**src/rtl/paired_resource_arbiter_unit_defines.svh**
```systemverilog
// assertion macros for the paired resource arbiter unit
`ifndef PAIRED_RESOURCE_ARBITER_UNIT_DEFINES_SVH
`define PAIRED_RESOURCE_ARBITER_UNIT_DEFINES_SVH
`ifndef SYNTHESIS
`define PRA_ASSERT_NOW(label, pre, post) \
   label: assert property (@(posedge clock) disable iff (reset) (pre) |-> (post)) \
      else $error("pra assertion failed");
`define PRA_ASSERT_NEXT(label, pre, post) \
   label: assert property (@(posedge clock) disable iff (reset) (pre) |=> (post)) \
      else $error("pra assertion failed");
`else
`define PRA_ASSERT_NOW(label, pre, post)
`define PRA_ASSERT_NEXT(label, pre, post)
`endif
`endif

```
**src/rtl/pra_pkg.sv**
```systemverilog
// shared types and constants of the paired resource arbiter
package pra_pkg;

   localparam int MAX_RING_DEF   = 16;
   localparam int COUNT_BITS_DEF = 16;
   localparam int ID_BITS        = 5;
   localparam int TOTAL_BITS     = 16;
   localparam int CSR_BITS       = 5;

   localparam logic [CSR_BITS-1:0] RING_RESET = 5'd5;

   localparam logic KIND_REQUEST = 1'b0;
   localparam logic KIND_RELEASE = 1'b1;

   typedef struct packed {
      logic               shift;
      logic               load;
      logic [ID_BITS-1:0] load_id;
   } cell_ctrl_type;

   typedef struct packed {
      logic               valid;
      logic               slot;
      logic [ID_BITS-1:0] id;
   } grant_type;

   typedef struct packed {
      logic [ID_BITS-1:0]    id;
      logic [TOTAL_BITS-1:0] total;
   } result_type;

endpackage

```
**src/rtl/pra_wait_cell.sv**
```systemverilog
// one cell of the wait list chain, holding one waiting requester
module pra_wait_cell #(
   parameter int INDEX    = 0,
   parameter int IDX_BITS = 4
) (
   input  logic                         clock,
   input  pra_pkg::cell_ctrl_type       ctrl,
   input  logic [IDX_BITS-1:0]          load_idx,
   input  logic [pra_pkg::ID_BITS-1:0]  neighbor_id,
   output logic [pra_pkg::ID_BITS-1:0]  cell_id
);

   logic [pra_pkg::ID_BITS-1:0] id_ff, id_in;
   logic                        hit;

   assign hit = ctrl.load && (load_idx == IDX_BITS'(INDEX));

   always_comb begin
      id_in = id_ff;
      if (hit) begin
         id_in = ctrl.load_id;
      end else if (ctrl.shift) begin
         id_in = neighbor_id;
      end
   end

   always_ff @(posedge clock) begin
      id_ff <= id_in;
   end

   assign cell_id = id_ff;

endmodule

```
**src/rtl/pra_count_bank.sv**
```systemverilog
// grant counters with saturating update and the two result slots
module pra_count_bank #(
   parameter int MAX_RING   = pra_pkg::MAX_RING_DEF,
   parameter int COUNT_BITS = pra_pkg::COUNT_BITS_DEF
) (
   input  logic                clock,
   input  logic                reset,
   input  pra_pkg::grant_type  grant,
   output pra_pkg::result_type slot [2]
);

   localparam int IDX_BITS = $clog2(MAX_RING);
   localparam int WIDE_BITS = COUNT_BITS + pra_pkg::TOTAL_BITS;
   localparam logic [COUNT_BITS-1:0] COUNT_MAX = '1;

   logic [COUNT_BITS-1:0]          mem [MAX_RING];
   logic [MAX_RING-1:0]            written_ff, written_in;
   logic [COUNT_BITS-1:0]          rd_ff;
   logic                           hit_ff;
   logic                           pend_ff;
   logic                           slot_sel_ff;
   logic [pra_pkg::ID_BITS-1:0]    id_ff;
   logic [IDX_BITS-1:0]            idx, idx_ff;
   logic [pra_pkg::ID_BITS-1:0]    id_m1;
   logic [COUNT_BITS-1:0]          count_now, count_next;
   logic [WIDE_BITS-1:0]           wide;
   logic [pra_pkg::TOTAL_BITS-1:0] total;
   pra_pkg::result_type            slot_ff [2];

   assign id_m1 = grant.id - pra_pkg::ID_BITS'(1);
   assign idx   = IDX_BITS'(id_m1);

   always_comb begin
      written_in = written_ff;
      if (pend_ff) begin
         written_in[idx_ff] = 1'b1;
      end
   end

   assign count_now  = hit_ff ? rd_ff : '0;
   assign count_next = (count_now == COUNT_MAX) ? count_now : count_now + COUNT_BITS'(1);
   assign wide       = WIDE_BITS'(count_next);
   assign total      = (|wide[WIDE_BITS-1:pra_pkg::TOTAL_BITS]) ? '1
                                                                : wide[pra_pkg::TOTAL_BITS-1:0];

   always_ff @(posedge clock) begin
      rd_ff       <= mem[idx];
      hit_ff      <= written_ff[idx];
      idx_ff      <= idx;
      id_ff       <= grant.id;
      slot_sel_ff <= grant.slot;
      if (pend_ff) begin
         mem[idx_ff]          <= count_next;
         slot_ff[slot_sel_ff] <= '{id: id_ff, total: total};
      end
   end

   always_ff @(posedge clock) begin
      if (reset) begin
         written_ff <= '0;
         pend_ff    <= 1'b0;
      end else begin
         written_ff <= written_in;
         pend_ff    <= grant.valid;
      end
   end

   assign slot = slot_ff;

endmodule

```
**src/rtl/paired_resource_arbiter_unit.sv**
```systemverilog
// top level of the paired resource arbiter: control, resource flags, wait list chain
//
// channel   ports                                   handshake
// input     req_kind, req_requester                 start high, busy low
// result    rsp_granted_requester, rsp_grant_total,  rsp_strobe, one cycle each
//           rsp_last
// config    csr_write_data                          csr_write_enable
//
// a request with no grant is handled in idle; one with a grant goes on through settle and emit0
// a release frees its pair and scans the whole wait list, granting up to two waiters whose pair is free,
// then goes through settle and emit states if any were granted: the wait list chain shifts one entry a cycle
// synchronous reset frees every resource, empties the wait list, clears all counts
// results leave one per cycle and are never stalled
`include "paired_resource_arbiter_unit_defines.svh"

module paired_resource_arbiter_unit #(
   parameter int MAX_RING   = pra_pkg::MAX_RING_DEF,
   parameter int COUNT_BITS = pra_pkg::COUNT_BITS_DEF
) (
   input  logic                            clock,
   input  logic                            reset,
   input  logic                            start,
   output logic                            busy,
   input  logic                            req_kind,
   input  logic [pra_pkg::ID_BITS-1:0]     req_requester,
   output logic                            rsp_strobe,
   output logic [pra_pkg::ID_BITS-1:0]     rsp_granted_requester,
   output logic [pra_pkg::TOTAL_BITS-1:0]  rsp_grant_total,
   output logic                            rsp_last,
   input  logic                            csr_write_enable,
   input  logic [pra_pkg::CSR_BITS-1:0]    csr_write_data
);

   localparam int IDX_BITS = $clog2(MAX_RING);
   localparam int LEN_BITS = $clog2(MAX_RING + 1);
   localparam int NB = (LEN_BITS > pra_pkg::ID_BITS) ? LEN_BITS : pra_pkg::ID_BITS;

   typedef enum logic [4:0] {
      ST_IDLE   = 5'b00001,
      ST_SCAN   = 5'b00010,
      ST_SETTLE = 5'b00100,
      ST_EMIT0  = 5'b01000,
      ST_EMIT1  = 5'b10000
   } state_type;

   state_type                     state_ff, state_in;
   logic [pra_pkg::CSR_BITS-1:0]  ring_ff;
   logic [MAX_RING-1:0]           free_ff, free_in;
   logic [MAX_RING-1:0]           waiting_ff, waiting_in;
   logic [LEN_BITS-1:0]           len_ff, len_in;
   logic [LEN_BITS-1:0]           left_ff, left_in;
   logic [LEN_BITS-1:0]           kept_ff, kept_in;
   logic [1:0]                    grants_ff, grants_in;

   logic [NB-1:0]                 ring_ext, ring_n;
   logic [NB-1:0]                 req_ext, head_ext;
   logic                          req_ok, req_pair_free;
   logic [IDX_BITS-1:0]           req_lo, req_hi, head_lo, head_hi;
   logic                          head_grantable;
   logic [LEN_BITS:0]             keep_pos;

   logic [pra_pkg::ID_BITS-1:0]   cell_id [MAX_RING];
   logic [pra_pkg::ID_BITS-1:0]   head_id;
   pra_pkg::cell_ctrl_type        cell_ctrl;
   logic [IDX_BITS-1:0]           load_idx;
   pra_pkg::grant_type            grant;
   pra_pkg::result_type           slot [2];
   logic                          emit_sel;

   assign ring_ext = NB'(ring_ff);
   assign ring_n   = (ring_ext < NB'(2)) ? NB'(2) :
                     (ring_ext > NB'(MAX_RING)) ? NB'(MAX_RING) : ring_ext;

   assign req_ext       = NB'(req_requester);
   assign req_ok        = (req_ext != '0) && (req_ext <= ring_n);
   assign req_lo        = IDX_BITS'(req_ext - NB'(1));
   assign req_hi        = (req_ext == ring_n) ? '0 : IDX_BITS'(req_ext);
   assign req_pair_free = free_ff[req_lo] && free_ff[req_hi];

   assign head_id        = cell_id[0];
   assign head_ext       = NB'(head_id);
   assign head_lo        = IDX_BITS'(head_ext - NB'(1));
   assign head_hi        = (head_ext == ring_n) ? '0 : IDX_BITS'(head_ext);
   assign head_grantable = (grants_ff != 2'd2) && (head_ext != '0) && (head_ext <= ring_n)
                           && free_ff[head_lo] && free_ff[head_hi];

   assign keep_pos = (LEN_BITS + 1)'(left_ff) + (LEN_BITS + 1)'(kept_ff)
                     - (LEN_BITS + 1)'(1);

   assign busy = (state_ff != ST_IDLE);

   always_comb begin
      state_in   = state_ff;
      free_in    = free_ff;
      waiting_in = waiting_ff;
      len_in     = len_ff;
      left_in    = left_ff;
      kept_in    = kept_ff;
      grants_in  = grants_ff;
      grant      = '0;
      cell_ctrl  = '0;
      load_idx   = '0;
      case (state_ff)
         ST_IDLE: begin
            if (start && req_ok) begin
               if (req_kind == pra_pkg::KIND_REQUEST) begin
                  if (!waiting_ff[req_lo]) begin
                     if (req_pair_free) begin
                        free_in[req_lo] = 1'b0;
                        free_in[req_hi] = 1'b0;
                        grant.valid     = 1'b1;
                        grant.slot      = 1'b0;
                        grant.id        = req_requester;
                        grants_in       = 2'd1;
                        state_in        = ST_SETTLE;
                     end else if (len_ff < LEN_BITS'(MAX_RING)) begin
                        cell_ctrl.load     = 1'b1;
                        cell_ctrl.load_id  = req_requester;
                        load_idx           = IDX_BITS'(len_ff);
                        len_in             = len_ff + LEN_BITS'(1);
                        waiting_in[req_lo] = 1'b1;
                     end
                  end
               end else begin
                  free_in[req_lo] = 1'b1;
                  free_in[req_hi] = 1'b1;
                  left_in         = len_ff;
                  kept_in         = '0;
                  grants_in       = '0;
                  state_in        = ST_SCAN;
               end
            end
         end
         ST_SCAN: begin
            if (left_ff == '0) begin
               len_in   = kept_ff;
               state_in = (grants_ff != 2'd0) ? ST_SETTLE : ST_IDLE;
            end else begin
               cell_ctrl.shift = 1'b1;
               left_in         = left_ff - LEN_BITS'(1);
               if (head_grantable) begin
                  free_in[head_lo]    = 1'b0;
                  free_in[head_hi]    = 1'b0;
                  waiting_in[head_lo] = 1'b0;
                  grant.valid         = 1'b1;
                  grant.slot          = grants_ff[0];
                  grant.id            = head_id;
                  grants_in           = grants_ff + 2'd1;
               end else begin
                  cell_ctrl.load    = 1'b1;
                  cell_ctrl.load_id = head_id;
                  load_idx          = keep_pos[IDX_BITS-1:0];
                  kept_in           = kept_ff + LEN_BITS'(1);
               end
            end
         end
         ST_SETTLE: begin
            state_in = ST_EMIT0;
         end
         ST_EMIT0: begin
            state_in = (grants_ff == 2'd2) ? ST_EMIT1 : ST_IDLE;
         end
         ST_EMIT1: begin
            state_in = ST_IDLE;
         end
         default: begin
            state_in = ST_IDLE;
         end
      endcase
   end

   always_ff @(posedge clock) begin
      if (reset) begin
         state_ff   <= ST_IDLE;
         ring_ff    <= pra_pkg::RING_RESET;
         free_ff    <= '1;
         waiting_ff <= '0;
         len_ff     <= '0;
         left_ff    <= '0;
         kept_ff    <= '0;
         grants_ff  <= '0;
      end else begin
         state_ff   <= state_in;
         free_ff    <= free_in;
         waiting_ff <= waiting_in;
         len_ff     <= len_in;
         left_ff    <= left_in;
         kept_ff    <= kept_in;
         grants_ff  <= grants_in;
         if (csr_write_enable) begin
            ring_ff <= csr_write_data;
         end
      end
   end

   // wait list chain, oldest entry in cell zero
   for (genvar g = 0; g < MAX_RING; g++) begin : g_cell
      logic [pra_pkg::ID_BITS-1:0] neighbor_id;
      if (g == MAX_RING - 1) begin : g_end
         assign neighbor_id = cell_id[g];
      end else begin : g_mid
         assign neighbor_id = cell_id[g+1];
      end
      pra_wait_cell #(
         .INDEX    (g),
         .IDX_BITS (IDX_BITS)
      ) u_cell (
         .clock       (clock),
         .ctrl        (cell_ctrl),
         .load_idx    (load_idx),
         .neighbor_id (neighbor_id),
         .cell_id     (cell_id[g])
      );
   end

   pra_count_bank #(
      .MAX_RING   (MAX_RING),
      .COUNT_BITS (COUNT_BITS)
   ) u_count_bank (
      .clock (clock),
      .reset (reset),
      .grant (grant),
      .slot  (slot)
   );

   assign emit_sel              = (state_ff == ST_EMIT1);
   assign rsp_strobe            = (state_ff == ST_EMIT0) || (state_ff == ST_EMIT1);
   assign rsp_granted_requester = slot[emit_sel].id;
   assign rsp_grant_total       = slot[emit_sel].total;
   assign rsp_last              = rsp_strobe && (emit_sel || (grants_ff != 2'd2));

   `PRA_ASSERT_NOW(a_strobe_while_busy, rsp_strobe, busy)
   `PRA_ASSERT_NEXT(a_first_of_two_then_last, rsp_strobe && !rsp_last, rsp_strobe && rsp_last)
   `PRA_ASSERT_NEXT(a_release_starts_scan, start && !busy && req_ok && req_kind, state_ff == ST_SCAN)
   `PRA_ASSERT_NOW(a_waiting_matches_length, state_ff == ST_IDLE, $countones(waiting_ff) == int'(len_ff))

endmodule
```
**config.mk**
```make
export PLATFORM = sky130hd
export DESIGN_NAME = paired_resource_arbiter_unit
export DESIGN_NICKNAME = d
export VERILOG_FILES = /design/src/rtl/pra_pkg.sv /design/src/rtl/pra_wait_cell.sv /design/src/rtl/pra_count_bank.sv /design/src/rtl/paired_resource_arbiter_unit.sv
export VERILOG_INCLUDE_DIRS = /design/src /design/src/rtl
export SDC_FILE = /design/constraint.sdc
export NUM_CORES = 1
export LEC_CHECK = 0
export ABC_AREA = 0
export BUFFER_PORTS_ARGS = -buffer_cell sky130_fd_sc_hd__buf_2
export CORE_UTILIZATION = 50
export CTS_CLUSTER_DIAMETER = 60
export DETAILED_ROUTE_END_ITERATION = 6
export PLACE_DENSITY = 0.74
export SETUP_SLACK_MARGIN = 0.4
export SLEW_MARGIN = 20
export SYNTH_ARGS = -nofsm -noshare
export SYNTH_HDL_FRONTEND = slang
export SYNTH_SLANG_ARGS = --single-unit
```
**constraint.sdc**
```tcl
create_clock -name clock -period 4.7 [get_ports clock]
set_input_delay 0.235 -clock clock [delete_from_list [all_inputs] [get_ports clock]]
set_output_delay 0.235 -clock clock [all_outputs]
set_load 0.03 [all_outputs]
```
==> flow_summary.json <==
{
  "holdCritPathClass": "primary input to flip-flop",
  "numCtsBuffers": 49,
  "root_buffer": "clkbuf_16",
  "wl_met3_mm": 3.69,
  "drive_gt1_frac": 0.256,
  "first_iter_violations": 1265,
  "synth-seq-area-share": 0.621,
  "setup_violations": 0,
  "num_rows": 75,
  "drv_slew": 0,
  "ant_nets": 0,
  "grt_max_degree": 70,
  "area_delta_synth_final_pct": 13.8,
  "wl_met1_mm": 20.4,
  "synth_edf_count": 378,
  "final_hold_viol_count": 0,
  "slew_headroom": 0.330,
  "crit_type": "flip-flop to flip-flop",
  "fmax_mhz": 242,
  "die_y_um": 210,
  "postSynthAreaPerCell_um2": 14.5,
  "ctsLongestPathBuffers": 3,
  "status": "completed",
  "crit_required_ps": 5150,
  "initial_core_util": 0.510,
  "die_w_um": 210,
  "synthTopCellsByArea": "edfxtp_1 53%, dfxtp_1 9.5%, mux4_2 8.3%, mux2_2 4.7%, mux2i_1 3.1%",
  "grt_first_pass_wirelength_mm": 75.2,
  "p_per_area_mw_per_mm2": 411,
  "grt_pass1_vias": 13058,
  "cp_data_arrival_time_ps": 4580,
  "routed.top_layer": "met4",
  "dpl.hpwl_mm": 30.7,
  "gp_congestion": 0.916,
  "startpoint_type": "flip-flop",
  "ys_ff_latch": 481,
  "worst_pin_slew_ps": 1000,
  "placed_area_mm2": 0.0226,
  "crit_fanout": 17,
  "grt_antenna_before_repair": 1,
  "path_clk_slew_ps": 60,
  "final_nets": 1614,
  "dr_total_vias": 13140,
  "finalClockSkew_ps": 15.1,
  "wl_per_cell_um": 22.7,
  "setup_tns_ps": 0,
  "min_period_over_period": 0.878,
  "synthArstFlopShare": 0,
  "syn-num-nets": 1542,
  "dr_wl_met2_mm": 24.0,
  "end_kind": "flip-flop",
  "ir_drop_uv": 336,
  "drc": 0,
  "clock-sinks": 481,
  "final_area_mm2": 0.0246,
  "yosys.area.top_type": "edfxtp_1",
  "coreArea_mm2": 0.0423,
  "synthFlopType": "edfxtp_1",
  "maxCapViolCount": 0,
  "io_buffers": 38,
  "synth_cell_type_count": 86,
  "htree_levels": 2,
  "groute.usage.overall": 0.225,
  "ys.warnings.count": 0,
  "power_leakage_nw": 8.69,
  "finalPower_w": 0.0101,
  "rsz0062_at_grt": "no",
  "vias_per_cell": 6.01,
  "hold_slack_ps": 31.9,
  "ioPinCount": 39,
  "synth_area_mm2": 0.0216,
  "synthCells": 1495,
  "drt_first_pass_iters": 5,
  "grt_overflow": 0,
  "post-place-cells": 2084,
  "final_cells": 2185,
  "layout_min_cycle_time_ps": 4130,
  "cts_tree": "yes",
  "die_area_mm2": 0.0440,
  "clk_latency_ps": 580,
  "synth_top_area_share": 0.525,
  "drt-total-wl_mm": 49.5
}
[metal layers]
layer | track usage | vias to the layer above
li1 | - | 5912
met1 | 0.300 | 6570
met2 | 0.373 | 552
met3 | 0.0377 | 106
met4 | 0.0821 | 0
met5 | 0 | -
[timing repair]
action | in CTS | in global routing
setup buffers | 0 | 1
hold endpoints to repair | 5 | 0
resized for setup | 0 | 12
setup endpoints to repair | 0 | 66
hold buffers | 7 | 0
[state kept, by name, indices dropped and copies added (netlist names), 4 cells and up]
| register | cells |
|---|---|
| u_count_bank.written_ff | 16 |
| u_count_bank.id_ff | 5 |
| kept_ff | 5 |
| g_cell.u_cell.cell_id | 80 |
| u_count_bank.mem | 256 |
| u_count_bank.idx_ff | 4 |
| state_ff | 5 |
| u_count_bank.rd_ff | 16 |
| ring_ext | 5 |
| u_count_bank.slot | 42 |
| waiting_ff | 16 |
| len_ff | 5 |
| left_ff | 5 |
| free_ff | 16 |
[power breakdown]
part | internal, W | leakage [nW] | switching, W
clock network | 0.00260 | 0.868 | 0.00167
logic | 0.000423 | 3.64 | 0.000625
registers | 0.00465 | 4.18 | 0.000141
total | 0.00767 | 8.69 | 0.00244
[per-stage QoR]
step	utilization	setup WS, ps
floorplan	-	501
global placement	0.535	299
detailed placement	0.535	319
CTS	0.579	516
global route	0.581	390
finish	0.581	574
[critical path, stage by stage, from the launching register on]
cell and delay (ps):
edfxtp_1 480, buf_4 250, or3_1 440, and2_1 250
o31a_1 340, o211a_1 280, nand4_4 180, nor2_4 90
buf_4 160, a22oi_4 300, buf_4 320, mux4_1 590
mux2i_1 200, mux2i_1 110
[cell usage in the layout (no fill, tap or decap), drive strengths merged, types with 6 or more instances in the layout]
master / count
edfxtp: 378
nor2: 106
dfxtp: 103
nand2: 103
mux2: 100
buf: 100
mux4: 84
mux2i: 66
clkbuf: 60
o21ai: 53
a21oi: 42
ha: 31
inv: 30
nor3: 27
nand3: 25
and2: 22
nor2b: 19
a22oi: 16
clkinv: 16
xor2: 15
nand4: 14
or2: 14
and3: 13
a31oi: 12
o22ai: 11
bufinv: 11
a22o: 10
nand2b: 9
a211oi: 9
a221oi: 7
nand3b: 7
dlygate4sd3: 7
o31ai: 7
or3: 6
xnor2: 6
[Yosys cell counts, types with 5 or more instances]
cell type and count:
edfxtp_1 378, nor2_1 104, dfxtp_1 103, nand2_1 102, mux2_2 91, mux4_2 80, mux2i_1 66, o21ai_0 50
clkbuf_1 44, a21oi_1 42, ha_1 31, inv_1 28, nor3_1 26, nand3_1 25, buf_2 22, nor2b_1 19
and2_1 17, a22oi_1 15, xor2_1 14, and3_1 13, nand4_1 13, or2_2 13, a31oi_1 12, o22ai_1 11
a211oi_1 9, a22o_1 9, mux2_1 9, nand2b_1 9, a221oi_1 7, buf_1 7, buf_6 7, nand3b_1 7
o31ai_1 7, or3_1 6, xnor2_1 6, a211o_1 5, and2_0 5
[cells by family (layout without fill, tap and decap cells)]
kind of cell / Yosys count / count (layout) / synth area share
other: 0 / 1 / 0
buffers and inverters: 116 / 228 / 0.0268
AO/OA/AOI/OAI: 212 / 212 / 0.0660
multiplexers: 250 / 250 / 0.171
adder cells (fa/ha/maj): 33 / 33 / 0.0193
flip-flops: 481 / 481 / 0.621
XOR/XNOR: 21 / 21 / 0.00886
AND/OR/NAND/NOR: 382 / 382 / 0.0872
[final timing paths]
kind,start,cells after the start,slack (ps),end
worst max-delay path,g_cell[0].u_cell.cell_id[1],13,570,u_count_bank.rd_ff[4]
worst min-delay path,req_requester[4],2,30,u_count_bank.id_ff[4]
worst max register to register,g_cell[0].u_cell.cell_id[1],13,570,u_count_bank.rd_ff[4]
worst min register to register,u_count_bank.id_ff[2],0,420,u_count_bank.slot[18]
[final cells by class]
type                       instances  area [um^2]
clock inverter                    32          488
timing repair buffer             108          808
fill                            3179        17700
tap                              577          722
antenna                            1         2.50
sequential                       481        13400
clock buffer                      59         1300
inverter                          29          109
multi-input combinational        898         7740
Note: power is estimated with default switching activity, not from simulation.
